[src/gri_pkg.sv]
// Shared types and constants for the eight-channel gyro rate integrator.
// Used by gri_div1000 and gyro_rate_integrator_8ch_core; depends on nothing.
`default_nettype none

package gri_pkg;

    localparam int NUM_CH   = 8;
    localparam int CH_W     = 3;
    localparam int IDX_W    = 4;
    localparam int ACC_W    = 64;
    localparam int ANGLE_W  = 32;
    localparam int SAMPLE_W = 16;
    localparam int COEF_W   = 64;
    localparam int DIFF_W   = 34;
    localparam int DMAG_W   = 33;
    localparam int GMAG_W   = 32;
    localparam int MUL_A_W  = 33;
    localparam int MUL_B_W  = 24;
    localparam int MUL_P_W  = MUL_A_W + MUL_B_W;
    localparam int GU_W     = 48;
    localparam int INC_W    = 48;
    localparam int PROD_W   = 81;

    localparam int DIGIT_W  = 8;
    localparam int DIV_STEPS = ACC_W / DIGIT_W;
    localparam int DCNT_W   = $clog2(DIV_STEPS);
    localparam int REM_W    = 10;
    localparam logic [REM_W:0] NANO_PER_MICRO = 11'd1000;

    localparam logic OP_INTEGRATE = 1'b0;
    localparam logic OP_REPORT    = 1'b1;

    typedef struct packed {
        logic             start;
        logic [ACC_W-1:0] value;
    } t_div_req;

    typedef struct packed {
        logic               done;
        logic [ANGLE_W-1:0] quo;
    } t_div_rsp;

endpackage

`default_nettype wire

[src/gri_div1000.sv]
// Iterative signed divide-by-1000 of a 64-bit integrator, eight bits per step.
// Returns the low 32 bits of the quotient truncated toward zero; uses gri_pkg.
`default_nettype none

module gri_div1000
    import gri_pkg::*;
(
    input  wire logic     i_clk,
    input  wire logic     i_rst_n,
    input  wire t_div_req i_req,
    output t_div_rsp      o_rsp
);

    logic                r_busy;
    logic                r_done;
    logic [DCNT_W-1:0]   r_cnt;
    logic                r_neg;
    logic [ACC_W-1:0]    r_dvd;
    logic [REM_W-1:0]    r_rem;
    logic [ANGLE_W-1:0]  r_quo;

    logic [REM_W-1:0]    n_rem;
    logic [DIGIT_W-1:0]  n_digit;

    always_comb begin
        logic [REM_W:0] x;
        logic [REM_W-1:0] rem;
        rem = r_rem;
        n_digit = '0;
        for (int k = 0; k < DIGIT_W; k++) begin
            x = {rem, r_dvd[ACC_W-1-k]};
            if (x >= NANO_PER_MICRO) begin
                x = x - NANO_PER_MICRO;
                n_digit[DIGIT_W-1-k] = 1'b1;
            end
            rem = x[REM_W-1:0];
        end
        n_rem = rem;
    end

    always_ff @(posedge i_clk) begin
        if (!i_rst_n) begin
            r_busy <= 1'b0;
            r_done <= 1'b0;
            r_cnt  <= '0;
        end else begin
            r_done <= 1'b0;
            if (i_req.start) begin
                r_busy <= 1'b1;
                r_cnt  <= '0;
            end else if (r_busy) begin
                r_cnt <= r_cnt + 1'b1;
                if (r_cnt == DCNT_W'(DIV_STEPS - 1)) begin
                    r_busy <= 1'b0;
                    r_done <= 1'b1;
                end
            end
        end
    end

    always_ff @(posedge i_clk) begin
        if (i_req.start) begin
            r_neg <= i_req.value[ACC_W-1];
            r_dvd <= i_req.value[ACC_W-1] ? (ACC_W'(0) - i_req.value) : i_req.value;
            r_rem <= '0;
            r_quo <= '0;
        end else if (r_busy) begin
            r_dvd <= r_dvd << DIGIT_W;
            r_rem <= n_rem;
            r_quo <= {r_quo[ANGLE_W-DIGIT_W-1:0], n_digit};
        end
    end

    assign o_rsp.done = r_done;
    assign o_rsp.quo  = r_neg ? (ANGLE_W'(0) - r_quo) : r_quo;

endmodule

`default_nettype wire

[src/gyro_rate_integrator_8ch_core.sv]
// Eight-channel gyro rate integrator: top level with sequencer, shared multiplier,
// coefficient registers and integrators. Depends on gri_pkg and gri_div1000.
//
// Each item is taken only while the block is idle (o_in_stall low) and holds the
// block for its whole run. An integrate item (op 0) integrates and then reports; a
// report-only item (op 1) only reports. Integration visits the channels one by one
// through a single 33x24 multiplier, in the steps prepare, gain times elapsed time,
// two partial products, sum and accumulate. The report then runs each integrator
// through a divide-by-1000 unit that retires eight dividend bits a cycle. The
// result item stays on the o_angle_ch* ports until taken; the report phase of the
// following item waits for that. Coefficient writes go to i_cfg_idx 0..7 and take
// effect at once; indexes 8..15 are ignored.
`default_nettype none

module gyro_rate_integrator_8ch_core
    import gri_pkg::*;
(
    input  wire logic                i_clk,
    input  wire logic                i_rst_n,
    input  wire logic                i_cfg_we,
    input  wire logic [IDX_W-1:0]    i_cfg_idx,
    input  wire logic [COEF_W-1:0]   i_cfg_wdata,
    input  wire logic                i_in_valid,
    output logic                     o_in_stall,
    input  wire logic                i_op,
    input  wire logic [SAMPLE_W-1:0] i_elapsed_us,
    input  wire logic [SAMPLE_W-1:0] i_sample_ch0,
    input  wire logic [SAMPLE_W-1:0] i_sample_ch1,
    input  wire logic [SAMPLE_W-1:0] i_sample_ch2,
    input  wire logic [SAMPLE_W-1:0] i_sample_ch3,
    input  wire logic [SAMPLE_W-1:0] i_sample_ch4,
    input  wire logic [SAMPLE_W-1:0] i_sample_ch5,
    input  wire logic [SAMPLE_W-1:0] i_sample_ch6,
    input  wire logic [SAMPLE_W-1:0] i_sample_ch7,
    output logic                     o_out_valid,
    input  wire logic                i_out_stall,
    output logic [ANGLE_W-1:0]       o_angle_ch0,
    output logic [ANGLE_W-1:0]       o_angle_ch1,
    output logic [ANGLE_W-1:0]       o_angle_ch2,
    output logic [ANGLE_W-1:0]       o_angle_ch3,
    output logic [ANGLE_W-1:0]       o_angle_ch4,
    output logic [ANGLE_W-1:0]       o_angle_ch5,
    output logic [ANGLE_W-1:0]       o_angle_ch6,
    output logic [ANGLE_W-1:0]       o_angle_ch7
);

    typedef enum logic [9:0] {
        S_IDLE   = 10'b00_0000_0001,
        S_PREP   = 10'b00_0000_0010,
        S_GU     = 10'b00_0000_0100,
        S_PLO    = 10'b00_0000_1000,
        S_PHI    = 10'b00_0001_0000,
        S_SUM    = 10'b00_0010_0000,
        S_ACC    = 10'b00_0100_0000,
        S_GATE   = 10'b00_1000_0000,
        S_DSTART = 10'b01_0000_0000,
        S_DWAIT  = 10'b10_0000_0000
    } t_state;

    t_state               r_state, n_state;
    logic [CH_W-1:0]      r_ch;
    logic                 r_out_valid;

    logic [COEF_W-1:0]    r_coef  [NUM_CH];
    logic [ACC_W-1:0]     r_acc   [NUM_CH];
    logic [SAMPLE_W-1:0]  r_smp   [NUM_CH];
    logic [ANGLE_W-1:0]   r_angle [NUM_CH];
    logic [SAMPLE_W-1:0]  r_us;

    logic [DMAG_W-1:0]    r_dmag;
    logic [GMAG_W-1:0]    r_gmag;
    logic                 r_neg;
    logic [GU_W-1:0]      r_gu;
    logic [MUL_P_W-1:0]   r_plo;
    logic [MUL_P_W-1:0]   r_phi;
    logic [INC_W-1:0]     r_m;

    logic                 in_acc;
    logic                 out_acc;
    logic                 last_ch;
    logic [COEF_W-1:0]    coef;
    logic [DIFF_W-1:0]    diff;
    logic [GMAG_W-1:0]    gain;
    logic [MUL_A_W-1:0]   mul_a;
    logic [MUL_B_W-1:0]   mul_b;
    logic [MUL_P_W-1:0]   mul_p;
    logic [PROD_W-1:0]    prod;
    logic [ACC_W-1:0]     inc;
    t_div_req             div_req;
    t_div_rsp             div_rsp;

    assign o_in_stall = (r_state != S_IDLE) || !i_rst_n;
    assign in_acc     = i_in_valid && !o_in_stall;
    assign out_acc    = r_out_valid && !i_out_stall;
    assign last_ch    = (r_ch == CH_W'(NUM_CH - 1));

    assign coef = r_coef[r_ch];
    assign gain = coef[GMAG_W-1:0];
    assign diff = {{2{r_smp[r_ch][SAMPLE_W-1]}}, r_smp[r_ch], 16'd0}
                - {{2{coef[COEF_W-1]}}, coef[COEF_W-1:32]};

    always_comb begin
        case (r_state)
            S_GU: begin
                mul_a = MUL_A_W'(r_gmag);
                mul_b = MUL_B_W'(r_us);
            end
            S_PHI: begin
                mul_a = r_dmag;
                mul_b = r_gu[GU_W-1:MUL_B_W];
            end
            default: begin
                mul_a = r_dmag;
                mul_b = r_gu[MUL_B_W-1:0];
            end
        endcase
    end

    assign mul_p = mul_a * mul_b;
    assign prod  = {r_phi, 24'd0} + PROD_W'(r_plo);
    assign inc   = r_neg ? (ACC_W'(0) - ACC_W'(r_m)) : ACC_W'(r_m);

    assign div_req.start = (r_state == S_DSTART);
    assign div_req.value = r_acc[r_ch];

    gri_div1000 u_div (
        .i_clk   (i_clk),
        .i_rst_n (i_rst_n),
        .i_req   (div_req),
        .o_rsp   (div_rsp)
    );

    always_comb begin
        n_state = r_state;
        case (r_state)
            S_IDLE: begin
                if (in_acc) begin
                    n_state = (i_op == OP_REPORT) ? S_GATE : S_PREP;
                end
            end
            S_PREP:   n_state = S_GU;
            S_GU:     n_state = S_PLO;
            S_PLO:    n_state = S_PHI;
            S_PHI:    n_state = S_SUM;
            S_SUM:    n_state = S_ACC;
            S_ACC:    n_state = last_ch ? S_GATE : S_PREP;
            S_GATE: begin
                if (!r_out_valid || out_acc) begin
                    n_state = S_DSTART;
                end
            end
            S_DSTART: n_state = S_DWAIT;
            S_DWAIT: begin
                if (div_rsp.done) begin
                    n_state = last_ch ? S_IDLE : S_DSTART;
                end
            end
            default:  n_state = S_IDLE;
        endcase
    end

    always_ff @(posedge i_clk) begin
        if (!i_rst_n) begin
            r_state     <= S_IDLE;
            r_ch        <= '0;
            r_out_valid <= 1'b0;
            for (int i = 0; i < NUM_CH; i++) begin
                r_coef[i] <= '0;
                r_acc[i]  <= '0;
            end
        end else begin
            r_state <= n_state;
            if (i_cfg_we && (i_cfg_idx < IDX_W'(NUM_CH))) begin
                r_coef[i_cfg_idx[CH_W-1:0]] <= i_cfg_wdata;
            end
            if (in_acc) begin
                r_ch <= '0;
            end else if ((r_state == S_ACC) || ((r_state == S_DWAIT) && div_rsp.done)) begin
                r_ch <= r_ch + 1'b1;
            end
            if (r_state == S_ACC) begin
                r_acc[r_ch] <= r_acc[r_ch] + inc;
            end
            if ((r_state == S_DWAIT) && div_rsp.done && last_ch) begin
                r_out_valid <= 1'b1;
            end else if (out_acc) begin
                r_out_valid <= 1'b0;
            end
        end
    end

    always_ff @(posedge i_clk) begin
        if (in_acc) begin
            r_us     <= i_elapsed_us;
            r_smp[0] <= i_sample_ch0;
            r_smp[1] <= i_sample_ch1;
            r_smp[2] <= i_sample_ch2;
            r_smp[3] <= i_sample_ch3;
            r_smp[4] <= i_sample_ch4;
            r_smp[5] <= i_sample_ch5;
            r_smp[6] <= i_sample_ch6;
            r_smp[7] <= i_sample_ch7;
        end
        if (r_state == S_PREP) begin
            r_dmag <= diff[DIFF_W-1] ? DMAG_W'(DIFF_W'(0) - diff) : diff[DMAG_W-1:0];
            r_gmag <= gain[GMAG_W-1] ? (GMAG_W'(0) - gain) : gain;
            r_neg  <= diff[DIFF_W-1] ^ gain[GMAG_W-1];
        end
        if (r_state == S_GU) begin
            r_gu <= mul_p[GU_W-1:0];
        end
        if (r_state == S_PLO) begin
            r_plo <= mul_p;
        end
        if (r_state == S_PHI) begin
            r_phi <= mul_p;
        end
        if (r_state == S_SUM) begin
            r_m <= prod[INC_W+31:32];
        end
        if ((r_state == S_DWAIT) && div_rsp.done) begin
            r_angle[r_ch] <= div_rsp.quo;
        end
    end

    assign o_out_valid = r_out_valid;
    assign o_angle_ch0 = r_angle[0];
    assign o_angle_ch1 = r_angle[1];
    assign o_angle_ch2 = r_angle[2];
    assign o_angle_ch3 = r_angle[3];
    assign o_angle_ch4 = r_angle[4];
    assign o_angle_ch5 = r_angle[5];
    assign o_angle_ch6 = r_angle[6];
    assign o_angle_ch7 = r_angle[7];

    a_no_overwrite: assert property (@(posedge i_clk) disable iff (!i_rst_n)
        (r_state == S_DSTART) |-> !r_out_valid)
        else $error("report phase started while a result item was pending");

    a_done_in_wait: assert property (@(posedge i_clk) disable iff (!i_rst_n)
        div_rsp.done |-> (r_state == S_DWAIT))
        else $error("divider finished outside its wait state");

    a_valid_after_last: assert property (@(posedge i_clk) disable iff (!i_rst_n)
        $rose(r_out_valid) |-> ($past(r_state) == S_DWAIT) && (r_state == S_IDLE))
        else $error("result item raised without finishing the last channel");

endmodule

`default_nettype wire

[config.mk]
export PLATFORM = sky130hd
export DESIGN_NAME = gyro_rate_integrator_8ch_core
export DESIGN_NICKNAME = d
export VERILOG_FILES = /design/src/gri_pkg.sv /design/src/gri_div1000.sv /design/src/gyro_rate_integrator_8ch_core.sv
export SDC_FILE = /design/constraint.sdc
export NUM_CORES = 2
export LEC_CHECK = 0
export ABC_AREA = 1
export BUFFER_PORTS_ARGS = -buffer_cell sky130_fd_sc_hd__buf_2
export CORE_ASPECT_RATIO = 1.4
export CORE_MARGIN = 10
export CORE_UTILIZATION = 45
export DETAILED_ROUTE_END_ITERATION = 8
export SYNTH_ARGS = -nofsm -noshare
export SYNTH_HDL_FRONTEND = slang
export SYNTH_SLANG_ARGS = --single-unit
[constraint.sdc]
create_clock -name i_clk -period 30.1 [get_ports i_clk]
set_input_delay 3.01 -clock i_clk [delete_from_list [all_inputs] [get_ports i_clk]]
set_output_delay 3.01 -clock i_clk [all_outputs]
set_load 0.05 [all_outputs]
# After elaboration in Yosys (flattened, before gate mapping)
# Memory sizes are Yosys's and may differ from the RTL's. A register that Yosys moved wholly into a read port is not among the register bits.
# Cells that the tools add are included.
op_classes:
  bitwise: 3
  mul: 1
  eq_ne: 16
  addsub: 18
  n_reduce_logical: 20
  n_lt_le_gt_ge: 9
  n_mux: 61
ops:
  columns: ["operator", "count"]
  rows:
  - ["64-bit 2-to-1 mux", 6]
  - ["64-bit OR reduction", 2]
  - ["10-bit 2-to-1 mux", 11]
  - ["10-bit case mux with 10 select lines", 1]
  - ["11-bit by 10-bit greater-or-equal comparator with 1-bit output, second input constant", 8]
  - ["80-bit by 57-bit adder with 80-bit output", 1]
  - ["10-bit subtractor, second input constant", 8]
  - ["33-bit 2-to-1 mux", 2]
  - ["64-bit adder", 1]
  - ["1-bit by 32-bit subtractor with 32-bit output, first input constant", 2]
  - ["1-bit by 64-bit subtractor with 64-bit output, first input constant", 1]
  - ["33-bit by 24-bit multiplier with 57-bit output", 1]
  - ["1-bit by 48-bit subtractor with 49-bit output, first input constant", 1]
  - ["24-bit case mux with 2 select lines", 1]
  - ["1-bit by 33-bit subtractor with 33-bit output, first input constant", 1]
  - ["32-bit by 32-bit subtractor with 33-bit output", 1]
  - ["32-bit 2-to-1 mux", 1]
  - ["31-bit 2-to-1 mux", 1]
  - ["1-bit 2-to-1 mux", 27]
  - ["3-bit 2-to-1 mux", 8]
  - ["8-bit 2-to-1 mux", 2]
  - ["10-bit by 1-bit equality test with 1-bit output, second input constant", 1]
  - ["10-bit equality test, second input constant", 1]
  - ["10-bit by 2-bit equality test with 1-bit output, second input constant", 1]
  - ["other kinds (23)", 38]
totals:
  regBits: 417
  elab_cells: 151
  n_memories: 4
  input_bits: 218
  output_inout_bits: 258
  mem_bits_rw: 1408
memory_table:
  columns: ["name", "depth", "width", "rd", "rd_clocked_by_memory_dff", "wr", "line", "text"]
  rows:
  - ["r_acc", 8, 64, 1, 1, 8, "gyro_rate_integrator_8ch_core.sv:65", "logic [ACC_W-1:0] r_acc [NUM_CH];"]
  - ["r_coef", 8, 64, 1, 1, 8, "gyro_rate_integrator_8ch_core.sv:64", "logic [COEF_W-1:0] r_coef [NUM_CH];"]
  - ["r_angle", 8, 32, 8, 0, 1, "gyro_rate_integrator_8ch_core.sv:67", "logic [ANGLE_W-1:0] r_angle [NUM_CH];"]
  - ["r_smp", 8, 16, 1, 1, 8, "gyro_rate_integrator_8ch_core.sv:66", "logic [SAMPLE_W-1:0] r_smp [NUM_CH];"]

# Logic depth before layout (Yosys ltp)
logic_depth:
  word_depth: 16
  depth_mapped: 56
  depth_no_buf: 56

# By module
# From an unflattened synthesis, not the netlist that was laid out.
unflattened:
  cells_unflattened: 11770
  hier_area_um2: 110757.5
by_module_without_submodules:
  columns: ["module", "area_per_inst_um2", "instances", "cells_each", "seq_area_each_um2"]
  rows:
  - ["gyro_rate_integrator_8ch_core", 102702.2, 1, 10659, 50638.6]
  - ["gri_div1000", 8055.2, 1, 1111, 2892.8]

# Worst setup path after synthesis
# No wires, ideal clock.
synth_path:
  kind: "in2reg"
  start: "in i_rst_n"
  end: "reg (tool-made name)"
  path_slack_ns: 19.591
  required_ns: 29.968
  cell_stages: 6
  arrival_time_ns: 10.376
  setup_ns: 0.132
  n_path_buf: 1
  path_cell_list: "clkbuf_1 -> nand2_1 -> nor2_1 -> nor2_1 -> o21ai_0 -> a21oi_1"
synth_lines:
  columns: ["item", "line", "text"]
  rows:
  - ["from (decl)", "gyro_rate_integrator_8ch_core.sv:19", "input wire logic i_rst_n,"]

# Worst setup path in the final report
layout_path:
  start: "reg r_state[9]"
  end: "reg r_phi[55] (data pin)"
layout_between:
  elab_chain_len: 3
  word_cells_on_any_way: 5
  cone_classes: "mul (1); eq/ne (2); mux (2)"
layout_lines:
  columns: ["item", "line", "text"]
  rows:
  - ["from (decl)", "gyro_rate_integrator_8ch_core.sv:60", "t_state r_state, n_state;"]
  - ["from (signal assigned)", "gyro_rate_integrator_8ch_core.sv:172", "r_state <= n_state;"]
  - ["10-bit by 5-bit equality test with 1-bit output / 10-bit by 3-bit equality test with 1-bit output (equally long branches)", "gyro_rate_integrator_8ch_core.sv:103", "case (r_state)"]
  - ["24-bit case mux with 2 select lines / 33-bit 2-to-1 mux (equally long branches)", "gyro_rate_integrator_8ch_core.sv:103", null]
  - ["33-bit by 24-bit multiplier with 57-bit output *", "gyro_rate_integrator_8ch_core.sv:119", "assign mul_p = mul_a * mul_b;"]
  - ["named net mul_p[55]", "gyro_rate_integrator_8ch_core.sv:86", "logic [MUL_P_W-1:0] mul_p;"]
  - ["to (signal assigned)", "gyro_rate_integrator_8ch_core.sv:216", "r_phi <= mul_p;"]
  - ["to (decl)", "gyro_rate_integrator_8ch_core.sv:75", "logic [MUL_P_W-1:0] r_phi;"]
# The timed path passes the listed nets; every way through them passes the cells marked *.
# A chain may end at the register's enable or synchronous reset.

==> flow_summary.json <==
{
  "rsz0062_at_grt": "no",
  "ios": 476,
  "worstSetupPathType": "reg -> reg",
  "fin_ws_ns": 18.69,
  "clk_path_buf_depth": 4,
  "cpPeakStageDelay_ns": 0.62,
  "htree_levels": 4,
  "cts_resized": 0,
  "antenna_found_initial": 18,
  "place_hpwl_um": 228000,
  "ys.flop_type": "edfxtp_1",
  "die_y_um": 593,
  "clkSinkCount": 1804,
  "place.gp.congestion": 0.987,
  "hp-start": "u_div.r_dvd[57]$_DFFE_PP_",
  "path_depth": 48,
  "async_reset_ff_frac": 0,
  "fillers": 21129,
  "fin_crit_ns": 11.41,
  "synth.ff_latch_count": 1804,
  "r2r_start": "r_state[9]$_SDFFE_PN0P_",
  "track_usage": 0.257,
  "post_cts_buffers": 0,
  "syn_avg_cell_area_um2": 10.0,
  "layout-drive-gt1-share": 0.0917,
  "cts-root-buf": "clkbuf_16",
  "synthesis.area_um2": 106000,
  "cp_top_family": "adder cells",
  "power_frac_comb": 0.476,
  "timing.final.hold_violations": 0,
  "wirelength_um": 337000,
  "maxSlewViolCount": 0,
  "whs_path_depth": 2,
  "p_int_w": 0.00613,
  "netlist_instances": 10521,
  "multi_input_area_um2": 46000,
  "critPathMostFrequentCell": "nand2_1",
  "reg2reg_depth": 48,
  "drc": 0,
  "peakVddDrop_mv": 0.279,
  "synth.distinct_cells": 60,
  "relSlewSlack": 0.183,
  "num_vias": 78855,
  "pwr-share-clk": 0.203,
  "yosys.area.top_type_share": 0.495,
  "power_frac_seq": 0.321,
  "reg2reg_slack_ns": 18.69,
  "grt_max_degree": 164,
  "hold_class": "reg -> reg",
  "cts_buffers": 182,
  "rows": 210,
  "required_ns": 30.67,
  "area_growth_pct": 10.7,
  "post-place-ws_ns": 18.86,
  "switching_power_w": 0.00463,
  "hold_path_end": "u_div.r_rem[1]$_SDFFE_PP0P_",
  "ys_warn_count": 0,
  "r2r_end": "r_phi[55]$_DFFE_PN_",
  "syn_nets": 11725,
  "final.setup_skew_ns": 0.0789,
  "cap_viol_max_count": 0,
  "path_max_fanout": 53,
  "drt_pass1_iterations": 9,
  "fmax_mhz": 87.6,
  "fin_nets": 12027,
  "synth_area_leaders": "edfxtp_1 50%, fa_1 13%, nor2_1 8.1%",
  "clkLatencyLatePin_ns": 0.87,
  "cts_tree": "built",
  "clkTransAtPathRegs_ns": 0.06,
  "cp_data_arrival_time_ns": 11.98,
  "core_area_um2": 234000,
  "ys_seq_area_frac": 0.507,
  "status": "finished clean",
  "tns_ns": 0,
  "routedWlPerCell_um": 24.0,
  "routed_via_density": 5.62,
  "synth_commonest_cells": "2287 x nor2_1, 1740 x edfxtp_1, 1484 x nand2_1",
  "grt_pass1_wl_um": 498000,
  "period_share": 0.379,
  "grt_pass1_vias": 79541,
  "start_kind": "flop",
  "tightest_slew_ns": 1.21,
  "switching_share": 0.430,
  "ant_nets": 0,
  "die_area_um2": 255000,
  "start_util": 0.452,
  "end_kind": "flop",
  "io_buffers": 475,
  "cts_hold_buf": 0,
  "powerDensity_nw_per_um2": 92.1,
  "drt_iter0_markers": 7184,
  "synth.most_common_cell": "nor2_1",
  "leakagePower_nw": 48.7,
  "synth_edf_count": 1740,
  "overflow": 0,
  "yosys.area.top_type": "edfxtp_1",
  "setup_viol": 0,
  "cp_num_buf_inv": 10,
  "crit_slowest_cell": "buf_4",
  "seq_area_um2": 53500,
  "die_w_um": 429
}
## cell type report
class | count | area share
clock buffers | 216 | 0.0403
inverters | 1169 | 0.0378
diodes | 9 | 0.000193
multi-input cells | 7049 | 0.393
repair buffers | 617 | 0.0298
flip-flops and latches | 1804 | 0.458
well taps | 3074 | 0.0329
clock inverters | 99 | 0.00717
## stage by stage
stage               hold WS, ns  total power (W)  instances   util  cell area, µm²
floorplan                 0.422          0.00659      10521      -          106000
global placement          0.453          0.00848      13713  0.476          111000
detailed placement        0.463          0.00856      13713  0.476          111000
CTS                       0.485           0.0108      14028  0.500          117000
global route              0.493           0.0113      14035  0.500          117000
finish                    0.483           0.0108      14037  0.500          117000
## cell families (layout without fill, tap and decap cells)
group,count (synthesis),in the layout,synth area share
compound gates,1492,1492,0.0777
xor+xnor,396,396,0.0329
fa+ha+maj,986,986,0.165
buf+inv,1668,2101,0.0597
flops,1804,1804,0.507
other cells,0,9,0
simple gates,4175,4175,0.157
## layer usage
| layer | wire (µm) | GRT usage | vias to the layer above |
|---|---|---|---|
| li1 | - | - | 35227 |
| met1 | 128000 | 0.313 | 39319 |
| met2 | 166000 | 0.446 | 3507 |
| met3 | 24100 | 0.0364 | 794 |
| met4 | 18600 | 0.128 | 8 |
| met5 | 48 | 0 | - |
## layout by cell type (no fill, tap or decap), types with 32 or more instances in the layout
cell type,instances
nor2_1,2286
edfxtp_1,1740
nand2_1,1460
inv_1,1146
o21ai_0,804
fa_1,681
buf_2,475
ha_1,305
o22ai_1,276
xor2_1,253
a21oi_1,242
clkbuf_16,183
xnor2_1,143
buf_4,139
nand3_1,138
nor3_1,75
dfxtp_1,61
nand4_1,59
clkinv_1,45
a31oi_1,42
clkbuf_1,33
nand2_4,32
## registers in the layout, indices dropped and copies added, names as in the netlist, named ones only
name and count:
r_acc 512, r_coef 512, r_angle 256, r_smp 128, u_div.r_dvd 64, r_phi 56, r_gu 48, r_m 48
r_dmag 33, r_plo 33, r_gmag 32, u_div.r_quo 32, r_us 16, r_state 10, u_div.r_rem 10, r_ch 3
u_div.r_cnt 3, o_out_valid 1, r_neg 1, u_div.r_busy 1, u_div.r_done 1, u_div.r_neg 1
## worst min-delay path, cell delays in order, from the launching register on
cell,delay (ns)
edfxtp_1,0.35
nand2_1,0.05
o21ai_0,0.05
## worst max-delay path by stage
stage                     slack (ns)                   to                    start
after detailed placement       18.86  r_plo[56]$_DFFE_PP_  r_state[9]$_SDFFE_PN0P_
after CTS                      18.82  r_plo[56]$_DFFE_PP_  r_state[9]$_SDFFE_PN0P_
after global routing           17.74  r_phi[55]$_DFFE_PN_  r_state[9]$_SDFFE_PN0P_
final                          18.69  r_phi[55]$_DFFE_PN_  r_state[9]$_SDFFE_PN0P_
after global placement         18.93  r_plo[56]$_DFFE_PP_  r_state[9]$_SDFFE_PN0P_
after floorplan                19.59                 flop                  i_rst_n
## power groups by stage
| stage | sequential [W] | clock [W] | combinational [W] |
|---|---|---|---|
| 3_5_place_dp | 0.00351 | 0 | 0.00505 |
| 2_1_floorplan | 0.00349 | 0 | 0.00310 |
| 3_3_place_gp | 0.00350 | 0 | 0.00498 |
| 5_1_grt | 0.00346 | 0.00231 | 0.00552 |
| 6_report | 0.00345 | 0.00219 | 0.00512 |
| 4_1_cts | 0.00345 | 0.00222 | 0.00510 |
(Power assumes the default switching activity.)
